--- src/hdl/kvt_pkg.sv ---
`timescale 1ns / 1ps
// ---------------------------------------------------------------------------
// kvt_pkg: key/value table shared types
// Operation and status codes, field widths and the command/status bundles
// between the controller and the datapath.
// ---------------------------------------------------------------------------
package kvt_pkg;

  localparam int KEY_W   = 16;
  localparam int VAL_W   = 16;
  localparam int FUNC_W  = 2;
  localparam int COUNT_W = 5;

  localparam logic [FUNC_W-1:0] OP_LOOKUP = 2'd0;
  localparam logic [FUNC_W-1:0] OP_INSERT = 2'd1;
  localparam logic [FUNC_W-1:0] OP_DELETE = 2'd2;

  typedef enum logic [1:0] {
    ST_DONE     = 2'd0,
    ST_NOCHANGE = 2'd1,
    ST_FULL     = 2'd2
  } kvt_status_t;

  // controller -> datapath
  typedef struct packed {
    logic        load_req;    // latch request, clear index and hit
    logic        idx_inc;
    logic        rd_next;     // read address is index + 1
    logic        set_hit;
    logic        ins_wr;      // append request pair at count, count + 1
    logic        shift_wr;    // write read-back pair at index
    logic        cnt_dec;
    logic        load_result;
    kvt_status_t status;
  } kvt_cmd_t;

  // datapath -> controller
  typedef struct packed {
    logic              key_match;
    logic              idx_last;   // index is the last stored entry
    logic              next_last;  // index + 1 is the last stored entry
    logic              cnt_zero;
    logic              cnt_full;
    logic              hit;
    logic              out_busy;   // result register full and not taken
    logic [FUNC_W-1:0] func;
  } kvt_stat_t;

endpackage

--- src/hdl/kvt_if.sv ---
`timescale 1ns / 1ps
// ---------------------------------------------------------------------------
// kvt_req_if / kvt_rsp_if: request and result channels
// Valid/ready handshake with the payload fields of one item.
// ---------------------------------------------------------------------------
interface kvt_req_if import kvt_pkg::*; ();
  logic              valid;
  logic              ready;
  logic [FUNC_W-1:0] func;
  logic [KEY_W-1:0]  key;
  logic [VAL_W-1:0]  value;

  modport source (output valid, func, key, value, input ready);
  modport sink   (input valid, func, key, value, output ready);
endinterface

interface kvt_rsp_if import kvt_pkg::*; ();
  logic               valid;
  logic               ready;
  logic [VAL_W-1:0]   read_value;
  logic               found;
  logic [1:0]         status;
  logic [COUNT_W-1:0] entry_count;
  logic               empty_res;
  logic               full_res;

  modport source (output valid, read_value, found, status, entry_count, empty_res,
                  full_res, input ready);
  modport sink   (input valid, read_value, found, status, entry_count, empty_res,
                  full_res, output ready);
endinterface

--- src/hdl/kvt_ctrl.sv ---
`timescale 1ns / 1ps
// ---------------------------------------------------------------------------
// kvt_ctrl: key/value table sequencer
// Steps the serial key search, the insert/delete decision, the shift-down
// after a delete and the hand-off to the result register.
// ---------------------------------------------------------------------------
module kvt_ctrl import kvt_pkg::*; (
  input  logic      clk,
  input  logic      rst,
  input  logic      req_valid,
  output logic      req_ready,
  input  kvt_stat_t stat,
  output kvt_cmd_t  cmd
);

  typedef enum logic [2:0] {
    S_IDLE,
    S_FETCH,
    S_MATCH,
    S_DECIDE,
    S_SH_RD,
    S_SH_WR,
    S_RESPOND
  } state_t;

  state_t      state, state_next;
  kvt_status_t st_code, st_code_next;

  assign req_ready = (state == S_IDLE);

  always_comb begin
    state_next   = state;
    st_code_next = st_code;
    cmd          = '0;
    cmd.status   = st_code;
    case (state)
      S_IDLE: begin
        if (req_valid) begin
          cmd.load_req = 1'b1;
          state_next   = stat.cnt_zero ? S_DECIDE : S_FETCH;
        end
      end
      S_FETCH: state_next = S_MATCH;
      S_MATCH: begin
        if (stat.key_match) begin
          cmd.set_hit = 1'b1;
          state_next  = S_DECIDE;
        end else if (stat.idx_last) begin
          state_next = S_DECIDE;
        end else begin
          cmd.idx_inc = 1'b1;
          state_next  = S_FETCH;
        end
      end
      S_DECIDE: begin
        state_next = S_RESPOND;
        case (stat.func)
          OP_INSERT: begin
            if (stat.hit) begin
              st_code_next = ST_NOCHANGE;
            end else if (stat.cnt_full) begin
              st_code_next = ST_FULL;
            end else begin
              st_code_next = ST_DONE;
              cmd.ins_wr   = 1'b1;
            end
          end
          OP_DELETE: begin
            if (!stat.hit) begin
              st_code_next = ST_NOCHANGE;
            end else begin
              st_code_next = ST_DONE;
              if (stat.idx_last) begin
                cmd.cnt_dec = 1'b1;
              end else begin
                state_next = S_SH_RD;
              end
            end
          end
          default: begin
            st_code_next = stat.hit ? ST_DONE : ST_NOCHANGE;
          end
        endcase
      end
      S_SH_RD: begin
        cmd.rd_next = 1'b1;
        state_next  = S_SH_WR;
      end
      S_SH_WR: begin
        cmd.shift_wr = 1'b1;
        if (stat.next_last) begin
          cmd.cnt_dec = 1'b1;
          state_next  = S_RESPOND;
        end else begin
          cmd.idx_inc = 1'b1;
          state_next  = S_SH_RD;
        end
      end
      S_RESPOND: begin
        if (!stat.out_busy) begin
          cmd.load_result = 1'b1;
          state_next      = S_IDLE;
        end
      end
      default: state_next = S_IDLE;
    endcase
  end

  always_ff @(posedge clk) begin
    if (rst) begin
      state   <= S_IDLE;
      st_code <= ST_DONE;
    end else begin
      state   <= state_next;
      st_code <= st_code_next;
    end
  end

  // request taken only from idle
  a_load_idle: assert property (@(posedge clk) disable iff (rst)
    cmd.load_req |-> req_valid && state == S_IDLE)
    else $error("request latched outside idle");

  // a search hit always goes on to the decision step
  a_hit_decide: assert property (@(posedge clk) disable iff (rst)
    cmd.set_hit |=> state == S_DECIDE)
    else $error("hit not followed by decision");

  // shift write always preceded by its read
  a_shift_order: assert property (@(posedge clk) disable iff (rst)
    cmd.shift_wr |-> $past(cmd.rd_next))
    else $error("shift write without read");

endmodule

--- src/hdl/kvt_datapath.sv ---
`timescale 1ns / 1ps
// ---------------------------------------------------------------------------
// kvt_datapath: key/value table storage and result register
// Key and value memories, search index, pair count, request latch and the
// output register.
// ---------------------------------------------------------------------------
module kvt_datapath import kvt_pkg::*; #(
  parameter int MAX_ENTRIES = 16
) (
  input  logic               clk,
  input  logic               rst,
  input  kvt_cmd_t           cmd,
  output kvt_stat_t          stat,
  input  logic               cfg_we,
  input  logic [VAL_W-1:0]   cfg_wdata,
  input  logic [FUNC_W-1:0]  req_func,
  input  logic [KEY_W-1:0]   req_key,
  input  logic [VAL_W-1:0]   req_value,
  output logic               rsp_valid,
  input  logic               rsp_ready,
  output logic [VAL_W-1:0]   rsp_read_value,
  output logic               rsp_found,
  output logic [1:0]         rsp_status,
  output logic [COUNT_W-1:0] rsp_entry_count,
  output logic               rsp_empty_res,
  output logic               rsp_full_res
);

  localparam int IDX_W = (MAX_ENTRIES > 1) ? $clog2(MAX_ENTRIES) : 1;
  localparam int CNT_W = $clog2(MAX_ENTRIES + 1);
  localparam logic [CNT_W-1:0] CNT_MAX = CNT_W'(MAX_ENTRIES);

  logic [KEY_W-1:0]  key_mem [MAX_ENTRIES];
  logic [VAL_W-1:0]  val_mem [MAX_ENTRIES];

  logic [FUNC_W-1:0] func;
  logic [KEY_W-1:0]  key;
  logic [VAL_W-1:0]  value;
  logic [IDX_W-1:0]  idx;
  logic [CNT_W-1:0]  count;
  logic              hit;
  logic [VAL_W-1:0]  missing_value;
  logic [KEY_W-1:0]  rd_key;
  logic [VAL_W-1:0]  rd_val;

  logic [IDX_W:0]         rd_addr_ext;
  logic [IDX_W-1:0]       rd_addr;
  logic [CNT_W:0]         idx_p1, idx_p2;
  logic [CNT_W+COUNT_W:0] cnt_ext;

  assign rd_addr_ext = {1'b0, idx} + (IDX_W+1)'(cmd.rd_next);
  assign rd_addr     = rd_addr_ext[IDX_W-1:0];
  assign idx_p1      = (CNT_W+1)'(idx) + (CNT_W+1)'(1);
  assign idx_p2      = (CNT_W+1)'(idx) + (CNT_W+1)'(2);
  assign cnt_ext     = (CNT_W+COUNT_W+1)'(count);

  always_comb begin
    stat.key_match = (rd_key == key);
    stat.idx_last  = (idx_p1 >= {1'b0, count});
    stat.next_last = (idx_p2 == {1'b0, count});
    stat.cnt_zero  = (count == '0);
    stat.cnt_full  = (count == CNT_MAX);
    stat.hit       = hit;
    stat.out_busy  = rsp_valid && !rsp_ready;
    stat.func      = func;
  end

  // memories: one write port, one registered read port
  always_ff @(posedge clk) begin
    if (cmd.ins_wr) begin
      key_mem[IDX_W'(count)] <= key;
      val_mem[IDX_W'(count)] <= value;
    end else if (cmd.shift_wr) begin
      key_mem[idx] <= rd_key;
      val_mem[idx] <= rd_val;
    end
    rd_key <= key_mem[rd_addr];
    rd_val <= val_mem[rd_addr];
  end

  // request latch
  always_ff @(posedge clk) begin
    if (cmd.load_req) begin
      func  <= req_func;
      key   <= req_key;
      value <= req_value;
    end
  end

  always_ff @(posedge clk) begin
    if (rst) begin
      idx           <= '0;
      count         <= '0;
      hit           <= 1'b0;
      missing_value <= '1;
      rsp_valid     <= 1'b0;
    end else begin
      if (cfg_we) begin
        missing_value <= cfg_wdata;
      end
      if (cmd.load_req) begin
        idx <= '0;
        hit <= 1'b0;
      end else begin
        if (cmd.idx_inc) begin
          idx <= idx + IDX_W'(1);
        end
        if (cmd.set_hit) begin
          hit <= 1'b1;
        end
      end
      if (cmd.ins_wr) begin
        count <= count + CNT_W'(1);
      end else if (cmd.cnt_dec) begin
        count <= count - CNT_W'(1);
      end
      if (cmd.load_result) begin
        rsp_valid <= 1'b1;
      end else if (rsp_ready) begin
        rsp_valid <= 1'b0;
      end
    end
  end

  // result payload
  always_ff @(posedge clk) begin
    if (cmd.load_result) begin
      rsp_read_value  <= (hit && func != OP_INSERT && func != OP_DELETE) ?
                         rd_val : missing_value;
      rsp_found       <= hit;
      rsp_status      <= cmd.status;
      rsp_entry_count <= cnt_ext[COUNT_W-1:0];
      rsp_empty_res   <= (count == '0);
      rsp_full_res    <= (count == CNT_MAX);
    end
  end

  a_count_range: assert property (@(posedge clk) disable iff (rst)
    count <= CNT_MAX)
    else $error("pair count beyond capacity");

  a_ins_room: assert property (@(posedge clk) disable iff (rst)
    cmd.ins_wr |-> count < CNT_MAX && !hit)
    else $error("append into full table or duplicate key");

  a_ins_count: assert property (@(posedge clk) disable iff (rst)
    cmd.ins_wr |=> count == $past(count) + CNT_W'(1))
    else $error("count not advanced after append");

  a_no_overrun: assert property (@(posedge clk) disable iff (rst)
    cmd.load_result |-> !(rsp_valid && !rsp_ready))
    else $error("result register overwritten");

endmodule

--- src/hdl/key_value_table_unit.sv ---
`timescale 1ns / 1ps
// ---------------------------------------------------------------------------
// key_value_table_unit: small associative key/value table
// Up to MAX_ENTRIES pairs packed in insertion order; lookup, insert, delete.
// ---------------------------------------------------------------------------
// Sequence: a request fetches and compares the stored keys in order until
//   the match or the last entry, then decides; a delete then moves each
//   later entry down with a read and a write, and the result is loaded.
// Throughput: one request at a time, taken the cycle after the previous result
//   is loaded, so a new request waits for the search, the decision and any
//   shift-down, longer while a result waits on the sink.
//   Set by the single read port shared by the search and the shift-down.
// Reset: empties the table (pair count 0) and sets missing_value to 0xFFFF.
//   Memory contents are not cleared; no entry past the count is ever used.
module key_value_table_unit import kvt_pkg::*; #(
  parameter int MAX_ENTRIES = 16
) (
  input  logic             clk,
  input  logic             rst,
  input  logic             cfg_we,
  input  logic [VAL_W-1:0] cfg_wdata,
  kvt_req_if.sink          req,
  kvt_rsp_if.source        rsp
);

  // Command and status bundles between sequencer and datapath.
  kvt_cmd_t  cmd;
  kvt_stat_t stat;

  // Sequencer: owns the request ready (high only while idle) and steps
  // fetch/compare pairs through the key memory, then decides the outcome.
  kvt_ctrl u_ctrl (
    .clk       (clk),
    .rst       (rst),
    .req_valid (req.valid),
    .req_ready (req.ready),
    .stat      (stat),
    .cmd       (cmd)
  );

  // Datapath: memories, index and count, the missing_value register and the
  // result register. The result register frees the sequencer to take the
  // next request while a finished result still waits on the sink side.
  kvt_datapath #(
    .MAX_ENTRIES (MAX_ENTRIES)
  ) u_datapath (
    .clk             (clk),
    .rst             (rst),
    .cmd             (cmd),
    .stat            (stat),
    .cfg_we          (cfg_we),
    .cfg_wdata       (cfg_wdata),
    .req_func        (req.func),
    .req_key         (req.key),
    .req_value       (req.value),
    .rsp_valid       (rsp.valid),
    .rsp_ready       (rsp.ready),
    .rsp_read_value  (rsp.read_value),
    .rsp_found       (rsp.found),
    .rsp_status      (rsp.status),
    .rsp_entry_count (rsp.entry_count),
    .rsp_empty_res   (rsp.empty_res),
    .rsp_full_res    (rsp.full_res)
  );

endmodule

--- src/flat_wrapper.sv ---
// flat-port wrapper written by rule: the top's interface ports become plain ports
module key_value_table_unit_flat import kvt_pkg::*;
#(
  parameter int MAX_ENTRIES = 16
)
  (clk, rst, cfg_we, cfg_wdata, req_valid, req_func, req_key, req_value, req_ready, rsp_valid, rsp_read_value, rsp_found, rsp_status, rsp_entry_count, rsp_empty_res, rsp_full_res, rsp_ready);
  kvt_req_if req_i ();
  kvt_rsp_if rsp_i ();
  input  logic clk;
  input  logic rst;
  input  logic cfg_we;
  input  logic [VAL_W-1:0] cfg_wdata;
  input wire logic [$bits(req_i.valid)-1:0] req_valid;
  input wire logic [$bits(req_i.func)-1:0] req_func;
  input wire logic [$bits(req_i.key)-1:0] req_key;
  input wire logic [$bits(req_i.value)-1:0] req_value;
  output wire logic [$bits(req_i.ready)-1:0] req_ready;
  output wire logic [$bits(rsp_i.valid)-1:0] rsp_valid;
  output wire logic [$bits(rsp_i.read_value)-1:0] rsp_read_value;
  output wire logic [$bits(rsp_i.found)-1:0] rsp_found;
  output wire logic [$bits(rsp_i.status)-1:0] rsp_status;
  output wire logic [$bits(rsp_i.entry_count)-1:0] rsp_entry_count;
  output wire logic [$bits(rsp_i.empty_res)-1:0] rsp_empty_res;
  output wire logic [$bits(rsp_i.full_res)-1:0] rsp_full_res;
  input wire logic [$bits(rsp_i.ready)-1:0] rsp_ready;
  assign req_i.valid = req_valid;
  assign req_i.func = req_func;
  assign req_i.key = req_key;
  assign req_i.value = req_value;
  assign req_ready = req_i.ready;
  assign rsp_valid = rsp_i.valid;
  assign rsp_read_value = rsp_i.read_value;
  assign rsp_found = rsp_i.found;
  assign rsp_status = rsp_i.status;
  assign rsp_entry_count = rsp_i.entry_count;
  assign rsp_empty_res = rsp_i.empty_res;
  assign rsp_full_res = rsp_i.full_res;
  assign rsp_i.ready = rsp_ready;
  key_value_table_unit #(.MAX_ENTRIES(MAX_ENTRIES)) u_core (.clk(clk), .rst(rst), .cfg_we(cfg_we), .cfg_wdata(cfg_wdata), .req(req_i), .rsp(rsp_i));
endmodule
--- config.mk ---
export PLATFORM = sky130hd
export DESIGN_NAME = key_value_table_unit_flat
export DESIGN_NICKNAME = d
export VERILOG_FILES = /design/src/hdl/kvt_pkg.sv /design/src/hdl/kvt_if.sv /design/src/hdl/kvt_ctrl.sv /design/src/hdl/kvt_datapath.sv /design/src/hdl/key_value_table_unit.sv /design/src/flat_wrapper.sv
export SDC_FILE = /design/constraint.sdc
export NUM_CORES = 1
export LEC_CHECK = 0
export ABC_AREA = 1
export BUFFER_PORTS_ARGS = -buffer_cell sky130_fd_sc_hd__buf_2
export CAP_MARGIN = 20
export CORE_MARGIN = 5
export CORE_UTILIZATION = 50
export DETAILED_ROUTE_END_ITERATION = 8
export PLACE_DENSITY = 0.66
export SYNTH_ARGS = -nofsm -noshare
export SYNTH_HDL_FRONTEND = slang
export SYNTH_SLANG_ARGS = --single-unit
--- constraint.sdc ---
create_clock -name clk -period 9.05 [get_ports clk]
set_input_delay 1.81 -clock clk [delete_from_list [all_inputs] [get_ports clk]]
set_output_delay 1.81 -clock clk [all_outputs]
set_load 0.05 [all_outputs]
======== After elaboration in Yosys (flattened, before gate mapping) ========
Memory sizes are Yosys's and may differ from the RTL's. A register that Yosys moved wholly into a read port is not among the register bits.
Index checks and enable logic that the tools add are counted.
word-level totals
  register bits ........................... 92
  memories ................................ 2
  memory bits (writable) .................. 512
memory list
  name                       words  bits a word  read ports  clocked after Yosys merged registers in  write ports  line                source
  u_core.u_datapath.key_mem  16     16           1           1                                        1            kvt_datapath.sv:33  logic [KEY_W-1:0] key_mem [MAX_ENTRIES];
  u_core.u_datapath.val_mem  16     16           1           1                                        1            kvt_datapath.sv:34  logic [VAL_W-1:0] val_mem [MAX_ENTRIES];
cells by class
  add/sub/neg operators ................... 6
  equality and inequality tests ........... 15
  multiplexer cells ....................... 51
  $lt $le $gt $ge ......................... 1
  reduce and logical (&&, ||, !) cells .... 12
operators with widths
  cell                   number
  $mux W16               3
  $reduce_or A16 Y1      2
  $mux W1                29
  $pmux W3 S7            1
  $eq A16 B16 Y1         1
  $mux W3                5
  $mux W2                7
  $mux W5                2
  $eq A3 B3 Y1 const B   3
  $mux W4                2
  $eq A3 B2 Y1 const B   2
  $ne A2 B2 Y1 const B   3
  $add A4 B1 Y5 const B  1
  $add A4 B2 Y5 const B  1
  $add A5 B1 Y5 const B  1
  $eq A5 B5 Y1           1
  $eq A5 B5 Y1 const B   1
  $ge A5 B5 Y1           1
  $logic_not A5 Y1       1
  $sub A5 B1 Y5 const B  1
  $add A4 B1 Y4          1
  $add A4 B1 Y4 const B  1
  $pmux W1 S2            2
  $reduce_bool A2 Y1     2
  9 further kinds        11

======== Depth between registers and ports, before layout ========
Gate-level depths: netlist of the first run.
  depth after elaboration ................. 9
  gate-level depth with buffers ........... 18
  mapped depth without buffers ............ 18

======== By module ========
Synthesis of the first run repeated with hierarchy kept, for this count alone.
second synthesis, totals
  cells, all modules ...................... 2597
  area, all modules ....................... 26945.8 sq um
modules (own cells, without submodules)
  module        instances  sequential area each (sq um)  cells an instance  area an instance (sq um)
  kvt_datapath  1          18357.6                       2538               26561.7
  kvt_ctrl      1          100.1                         59                 384.1

======== Worst setup path before layout of the first run ========
No wires, ideal clock.
  path kind ............................... in2reg
  start point ............................. input port rsp_ready
  end point ............................... register u_core.u_datapath.rsp_empty_res (enable)
  data required time ...................... 8.608 ns
  setup slack ............................. 4.946 ns
  stages on the path ...................... 2
  path buffers ............................ 0
  arrival ................................. 3.662 ns
  cells stage by stage .................... nor2_1 > nor3_1
RTL lines
  item                  line                 source
  from (decl)           flat_wrapper.sv:25   input wire logic [$bits(rsp_i.ready)-1:0] rsp_ready;
  to (signal assigned)  kvt_datapath.sv:133  rsp_empty_res <= (count == '0);
  to (decl)             kvt_datapath.sv:25   output logic rsp_empty_res,

======== Worst setup path in the final report of the first run ========
  start point ............................. register u_core.u_ctrl.state[0]
  end point ............................... memory u_core.u_datapath.val_mem[2][11] (enable)
between the ends
  longest elaborated chain between the ends .. 7
  elaborated cells between the ends (all ways) .. 12
  classes of those cells .................. eq/ne (2); mux (9); reduce/logical (1)
ends and longest elaborated chain
  item                                          line                source
  from (decl)                                   kvt_ctrl.sv:26      state_t state, state_next;
  from (signal assigned)                        kvt_ctrl.sv:114     state <= state_next;
  $eq A3 B3 Y1                                  kvt_ctrl.sv:36      case (state)
  $mux W1                                       kvt_ctrl.sv:36
  $mux W1                                       kvt_datapath.sv:73  end else if (cmd.shift_wr) begin
  $mux W1                                       kvt_datapath.sv:70  if (cmd.ins_wr) begin
  $mux W1 (not written as such)                 kvt_datapath.sv:75  val_mem[idx] <= rd_val;
  $reduce_or A16 Y1 (no line)                   --
  $mux W4 (no line) or $mux W1 (tied branches)  --
  to (decl)                                     kvt_datapath.sv:34
Several ways; a longest one is shown, not always the timed one.

==> impl_metrics.json, run 1 <==
{
  "stdcell_area_mm2": 0.0289,
  "dp_slack_ns": 5.21,
  "clock_latency_ns": 0.59,
  "synth-simple-area-share": 0.0563,
  "cap_violations": 0,
  "drc": 0,
  "relSlewSlack": 0.249,
  "synth_warnings": 0,
  "synthMuxAreaShare": 0.0498,
  "synth_common_cells": "edfxtp_1, o21ai_0, inv_1",
  "cts_root_buf": "clkbuf_16",
  "num_vias": 15600,
  "yosysTopAreaCell": "edfxtp_1",
  "area_delta_synth_final_pct": 12.6,
  "numCtsBuffers": 66,
  "hp-class": "reg -> reg",
  "ys_async_sr_fraction": 0,
  "post-route-period-util": 0.426,
  "min_period_ns": 3.86,
  "syn_area_mm2": 0.0257,
  "cts-htree-levels": 3,
  "ant_nets": 0,
  "diodes": 0,
  "ys_types": 38,
  "dr.pass1.iters": 6,
  "p_leak_nw": 10.1,
  "grt_antenna_before_repair": 3,
  "drt_iter0_drc": 1235,
  "synth_top_area_frac": 0.668,
  "nets": 2170,
  "placed_area_mm2": 0.0269,
  "synth.most_common_cell": "edfxtp_1",
  "cp_data_required_time_ns": 9.30,
  "cts.sinks": 636,
  "post_cts_buffers": 0,
  "ir_drop_mv": 0.124,
  "postCtsHoldBufs": 0,
  "tns_ns": 0,
  "wire_per_inst_um": 20.4,
  "ys_ff_latch": 636,
  "reg2reg_depth": 9,
  "hold_violations": 0,
  "fin_worst_skew_ns": 0.0261,
  "critPathLaunch": "u_core.u_ctrl.state[0]",
  "grt_pass1_wl_um": 88200,
  "tightestPinTransition_ns": 1.13,
  "clock_path_buffers": 3,
  "synth_nets": 2073,
  "crit_type": "reg -> reg",
  "reg2reg_to": "u_core.u_datapath.val_mem[2][11]",
  "stdcell_count": 2829,
  "synth_edf_count": 572,
  "overflow": 0,
  "final_util": 0.566,
  "cts_tree": "done",
  "grt.total_usage": 0.203,
  "routed_wl_um": 57800,
  "syn_inst": 2004,
  "avgViaCountPerCell": 5.50,
  "finalMaxSlewViolations": 0,
  "clkSlewWorstSetupHoldPaths_ns": 0.06,
  "dp.cells": 2706,
  "grt_setup_unrepaired": "false",
  "synth_xor_xnor_area_share": 0.00204,
  "grt_pass1_vias": 14900,
  "fp.dieW_um": 237,
  "critPathCaptureType": "register",
  "cellPowerDensity_mw_per_mm2": 222,
  "ys.flop_type": "edfxtp_1",
  "endpoint": "u_core.u_datapath.val_mem[2][11]",
  "gp_congestion": 0.790,
  "dieArea_mm2": 0.0561,
  "nFillCells": 4142,
  "ys_seq_area_frac": 0.718,
  "start_util": 0.503,
  "synth_top_family_by_area": "compound AO/OA/AOI/OAI gates",
  "outcome": "finished clean",
  "dieHeight_um": 237,
  "r2r_setup_slack_ns": 5.19,
  "num_io_pins": 83,
  "core_area_mm2": 0.0511,
  "synth_fa_ha_area_frac": 0.00711,
  "critical_path.max_fanout": 41,
  "numPortBuffers": 82,
  "fp-row-count": 83,
  "syn_avg_cell_area_um2": 12.8,
  "critPathLaunchType": "register",
  "rr_startpoint": "u_core.u_ctrl.state[0]",
  "dp_hpwl_um": 31300,
  "cts_resized": 0,
  "setup_viol": 0,
  "fmax_mhz": 259,
  "drive_gt1_frac": 0.128,
  "fin_ws_ns": 5.19,
  "arrival_ns": 4.11,
  "grt_max_degree": 97,
  "synth_compound_area_frac": 0.110,
  "synth_area_leaders": "edfxtp_1, dfxtp_1, mux2i_1"
}
cells in the final DEF, fill, tap and decap left out, drive strengths merged:
master / instances
ha: 13
nand2: 186
clkinvlp: 1
o22ai: 28
xor2: 4
xnor2: 2
or2: 1
nor3: 5
dfxtp: 64
o211ai: 14
clkbuf: 92
nand4: 5
bufinv: 2
o21ai: 365
clkinv: 21
nor2: 106
a31oi: 2
fa: 1
mux2i: 128
buf: 135
a21oi: 138
inv: 221
o21bai: 1
nand3: 41
nor3b: 1
edfxtp: 572
worst max-delay path, cell delays in order (launching register included):
cell,delay (ns)
dfxtp_1,0.48
inv_2,0.13
nor2_8,0.48
inv_2,0.49
nand2_1,0.17
o21ai_1,0.14
inv_1,0.15
nand3_1,0.33
nor2_4,0.74
buf_4,0.41
layer usage:
layer / track usage / up-vias / routed length, um
met2: 0.325 / 521 / 26900
li1: - / 7339 / -
met5: 0 / - / 13
met3: 0.0389 / 89 / 3820
met4: 0.0533 / 2 / 1130
met1: 0.287 / 7613 / 25900
cells by family after synthesis:
kind of cell    after synthesis
xor+xnor                      6
fa+ha+maj                    14
compound gates              548
flops                       636
simple gates                345
buf+inv                     327
mux                         128
power breakdown:
part | switching [mW] | leakage, nW | total, mW | internal [mW]
combinational | 0.367 | 3.48 | 0.546 | 0.179
sequential | 0.0368 | 5.69 | 3.36 | 3.32
clock | 1.07 | 0.970 | 2.52 | 1.45
total | 1.47 | 10.1 | 6.43 | 4.96
final cells by class:
class	instances	area (um^2)	share of cell area
inverter	220	827	0.0286
clock buffer	91	1810	0.0625
timing repair buffer	136	840	0.0290
clock inverter	25	183	0.00631
multi-input combinational	1041	5970	0.206
tap	680	851	0.0294
sequential	636	18500	0.638
how the worst min path moves through the flow:
stage | start | to | slack (ns) | cells past startpoint
final | u_core.u_ctrl.st_code[1] | u_core.u_datapath.rsp_status[1] | 0.43 | 0
after detailed placement | u_core.u_ctrl.st_code[1] | u_core.u_datapath.rsp_status[1] | 0.43 | 0
after global routing | u_core.u_ctrl.st_code[1] | u_core.u_datapath.rsp_status[1] | 0.44 | 0
after CTS | u_core.u_ctrl.st_code[1] | u_core.u_datapath.rsp_status[1] | 0.43 | 0
after floorplan | u_core.u_datapath.count[4] | u_core.u_datapath.rsp_entry_count[4] | 0.40 | 0
after global placement | u_core.u_ctrl.st_code[0] | u_core.u_datapath.rsp_status[0] | 0.42 | 0
state kept, by name, indices dropped and copies added, names as in the netlist:
name,count
u_core.u_ctrl.state,3
u_core.u_datapath.idx,4
u_core.u_datapath.rsp_valid,1
u_core.u_ctrl.st_code,2
u_core.u_datapath.value,16
u_core.u_datapath.key,16
u_core.u_datapath.key_mem,256
u_core.u_datapath.rd_key,16
u_core.u_datapath.count,5
u_core.u_datapath.missing_value,16
u_core.u_datapath.hit,1
u_core.u_datapath.rsp_status,2
u_core.u_datapath.rsp_full_res,1
u_core.u_datapath.rsp_entry_count,5
u_core.u_datapath.func,2
u_core.u_datapath.rsp_read_value,16
u_core.u_datapath.val_mem,256
u_core.u_datapath.rsp_found,1
u_core.u_datapath.rd_val,16
u_core.u_datapath.rsp_empty_res,1
through the flow:
step | power, mW | hold slack, ns
2_1_floorplan | 3.81 | 0.403
3_3_place_gp | 3.95 | 0.423
3_5_place_dp | 3.96 | 0.426
4_1_cts | 6.48 | 0.432
5_1_grt | 6.67 | 0.440
6_report | 6.43 | 0.426
(Power assumes the default switching activity.)
==> run 2: changes to the inputs <==
--- a/config.mk
+++ b/config.mk
@@ -11,7 +11,7 @@
 export CORE_MARGIN = 5
 export CORE_UTILIZATION = 50
 export DETAILED_ROUTE_END_ITERATION = 8
-export PLACE_DENSITY = 0.66
+export PLACE_DENSITY = 0.69
 export SYNTH_ARGS = -nofsm -noshare
 export SYNTH_HDL_FRONTEND = slang
 export SYNTH_SLANG_ARGS = --single-unit
==> constraint.sdc (replaced) <==
create_clock -name clk -period 3.1 [get_ports clk]
set_input_delay 0.62 -clock clk [delete_from_list [all_inputs] [get_ports clk]]
set_output_delay 0.62 -clock clk [all_outputs]
set_load 0.05 [all_outputs]
==> run 2 against run 1 <==
Effect of this change: first-iteration DRC count up 24%; utilization up 1.3 points; critical path depth up 3; combinational power rose to 3.0 times the previous value; critical path type unchanged; highest routed layer is now met4.
==> impl_metrics.json, run 2 (synthesis results as in run 1) <==
{
  "outcome": "finished clean",
  "ir_drop_mv": 0.462,
  "seqPwrFrac": 0.498,
  "avgViaCountPerCell": 5.50,
  "core_area_mm2": 0.0511,
  "critPathCaptureType": "register",
  "dp_hpwl_um": 32800,
  "fmax_mhz": 387,
  "critical_path.max_fanout": 61,
  "cts_root_buf": "clkbuf_16",
  "relSlewSlack": 0.287,
  "drc": 0,
  "overflow": 0,
  "num_vias": 15700,
  "tightestPinTransition_ns": 1.06,
  "cts-htree-levels": 3,
  "stdcell_count": 2862,
  "postCtsHoldBufs": 0,
  "post_cts_buffers": 0,
  "num_io_pins": 83,
  "cts.sinks": 636,
  "wire_per_inst_um": 20.4,
  "clkSlewWorstSetupHoldPaths_ns": 0.06,
  "cts_resized": 0,
  "routed_wl_um": 58300,
  "grt_setup_unrepaired": "false",
  "crit_type": "reg -> reg",
  "fin_worst_skew_ns": 0.0268,
  "grt_pass1_wl_um": 89000,
  "ant_nets": 0,
  "hold_violations": 0,
  "start_util": 0.503,
  "diodes": 0,
  "setup_viol": 0,
  "p_comb_frac": 0.084,
  "grt_pass1_vias": 15400,
  "arrival_ns": 3.05,
  "p_sw_frac": 0.226,
  "finalMaxSlewViolations": 0,
  "fp.dieW_um": 237,
  "tns_ns": 0,
  "critPathLaunchType": "register",
  "p_leak_nw": 10.5,
  "clock_path_buffers": 3,
  "drt_iter0_drc": 1526,
  "final_cell_mix": "edfxtp_1, o21ai_0, inv_1, nand2_1, a21oi_1",
  "hp-class": "in -> reg",
  "dieArea_mm2": 0.0561,
  "dp.cells": 2737,
  "area_delta_synth_final_pct": 15.2,
  "post-route-period-util": 0.833,
  "grt_max_degree": 119,
  "nFillCells": 4007,
  "numCtsBuffers": 67,
  "clock_latency_ns": 0.61,
  "fp-row-count": 83,
  "dieHeight_um": 237,
  "cts_tree": "done",
  "cellPowerDensity_mw_per_mm2": 664,
  "grt_antenna_before_repair": 1,
  "cp_data_required_time_ns": 3.57,
  "dr.pass1.iters": 5,
  "stdcell_area_mm2": 0.0296,
  "cap_violations": 0,
  "min_period_ns": 2.58,
  "p_clk_frac": 0.418,
  "p_switching_mw": 4.44,
  "final_common_cell": "edfxtp_1",
  "grt.total_usage": 0.203,
  "gp_congestion": 0.864,
  "reg_top3": "u_core.u_datapath.key_mem (256), u_core.u_datapath.val_mem (256)",
  "internal_power_mw": 15.2,
  "placed_area_mm2": 0.0273,
  "numPortBuffers": 82,
  "nets": 2197,
  "drive_gt1_frac": 0.147
}
-- run 2: layer usage --
metal | vias to the layer above | GRT usage | wire length (um)
li1 | 7413 | - | -
met1 | 7634 | 0.286 | 25100
met2 | 601 | 0.332 | 27500
met3 | 97 | 0.0326 | 4260
met4 | 0 | 0.0607 | 1370
met5 | - | 0 | 0
-- run 2: stage by stage --
step	hold slack, ns	util	power, mW	worst slack (ns)
finish	0.188	0.580	19.7	0.518
global route	0.158	0.580	20.4	0.251
CTS	0.151	0.579	19.8	0.536
detailed placement	0.431	0.534	11.6	0.570
global placement	0.417	0.534	11.6	0.638
floorplan	0.403	-	11.1	0.145
-- run 2: area by class of cell --
| type | count | area [um^2] | share of cell area |
|---|---|---|---|
| clock buffer | 97 | 1980 | 0.0669 |
| clock inverter | 26 | 323 | 0.0109 |
| inverter | 220 | 827 | 0.0279 |
| multi-input combinational | 1041 | 5970 | 0.202 |
| sequential | 636 | 18500 | 0.623 |
| tap | 680 | 851 | 0.0287 |
| timing repair buffer | 162 | 1210 | 0.0410 |
-- run 2: critical path: stages, from the launching register on --
cell	delay (ns)
dfxtp_1	0.41
inv_1	0.11
nand2_2	0.15
nor2_1	0.09
ha_4	0.19
ha_4	0.28
buf_12	0.32
buf_12	0.26
a21oi_1	0.05
o21ai_0	0.09
o21ai_0	0.13
o21ai_0	0.23
o22ai_1	0.09
-- run 2: power groups by stage --
| stage | registers, mW | logic, mW | clock network, mW |
|---|---|---|---|
| 4_1_cts | 9.80 | 1.65 | 8.37 |
| 2_1_floorplan | 9.97 | 1.15 | 0 |
| 6_report | 9.80 | 1.65 | 8.22 |
| 3_5_place_dp | 9.98 | 1.63 | 0 |
| 5_1_grt | 9.81 | 1.82 | 8.74 |
| 3_3_place_gp | 9.97 | 1.59 | 0 |
-- run 2: final timing paths --
| kind | startpoint | endpoint | slack, ns | cells after the start |
|---|---|---|---|---|
| hold / removal | req_key[15] | u_core.u_datapath.key[15] | 0.19 | 1 |
| setup reg to reg | u_core.u_ctrl.state[1] | u_core.u_datapath.rd_val[13] | 0.52 | 12 |
| setup / recovery | u_core.u_ctrl.state[1] | u_core.u_datapath.rd_val[13] | 0.52 | 12 |
| hold reg to reg | u_core.u_ctrl.st_code[1] | u_core.u_datapath.rsp_status[1] | 0.43 | 0 |
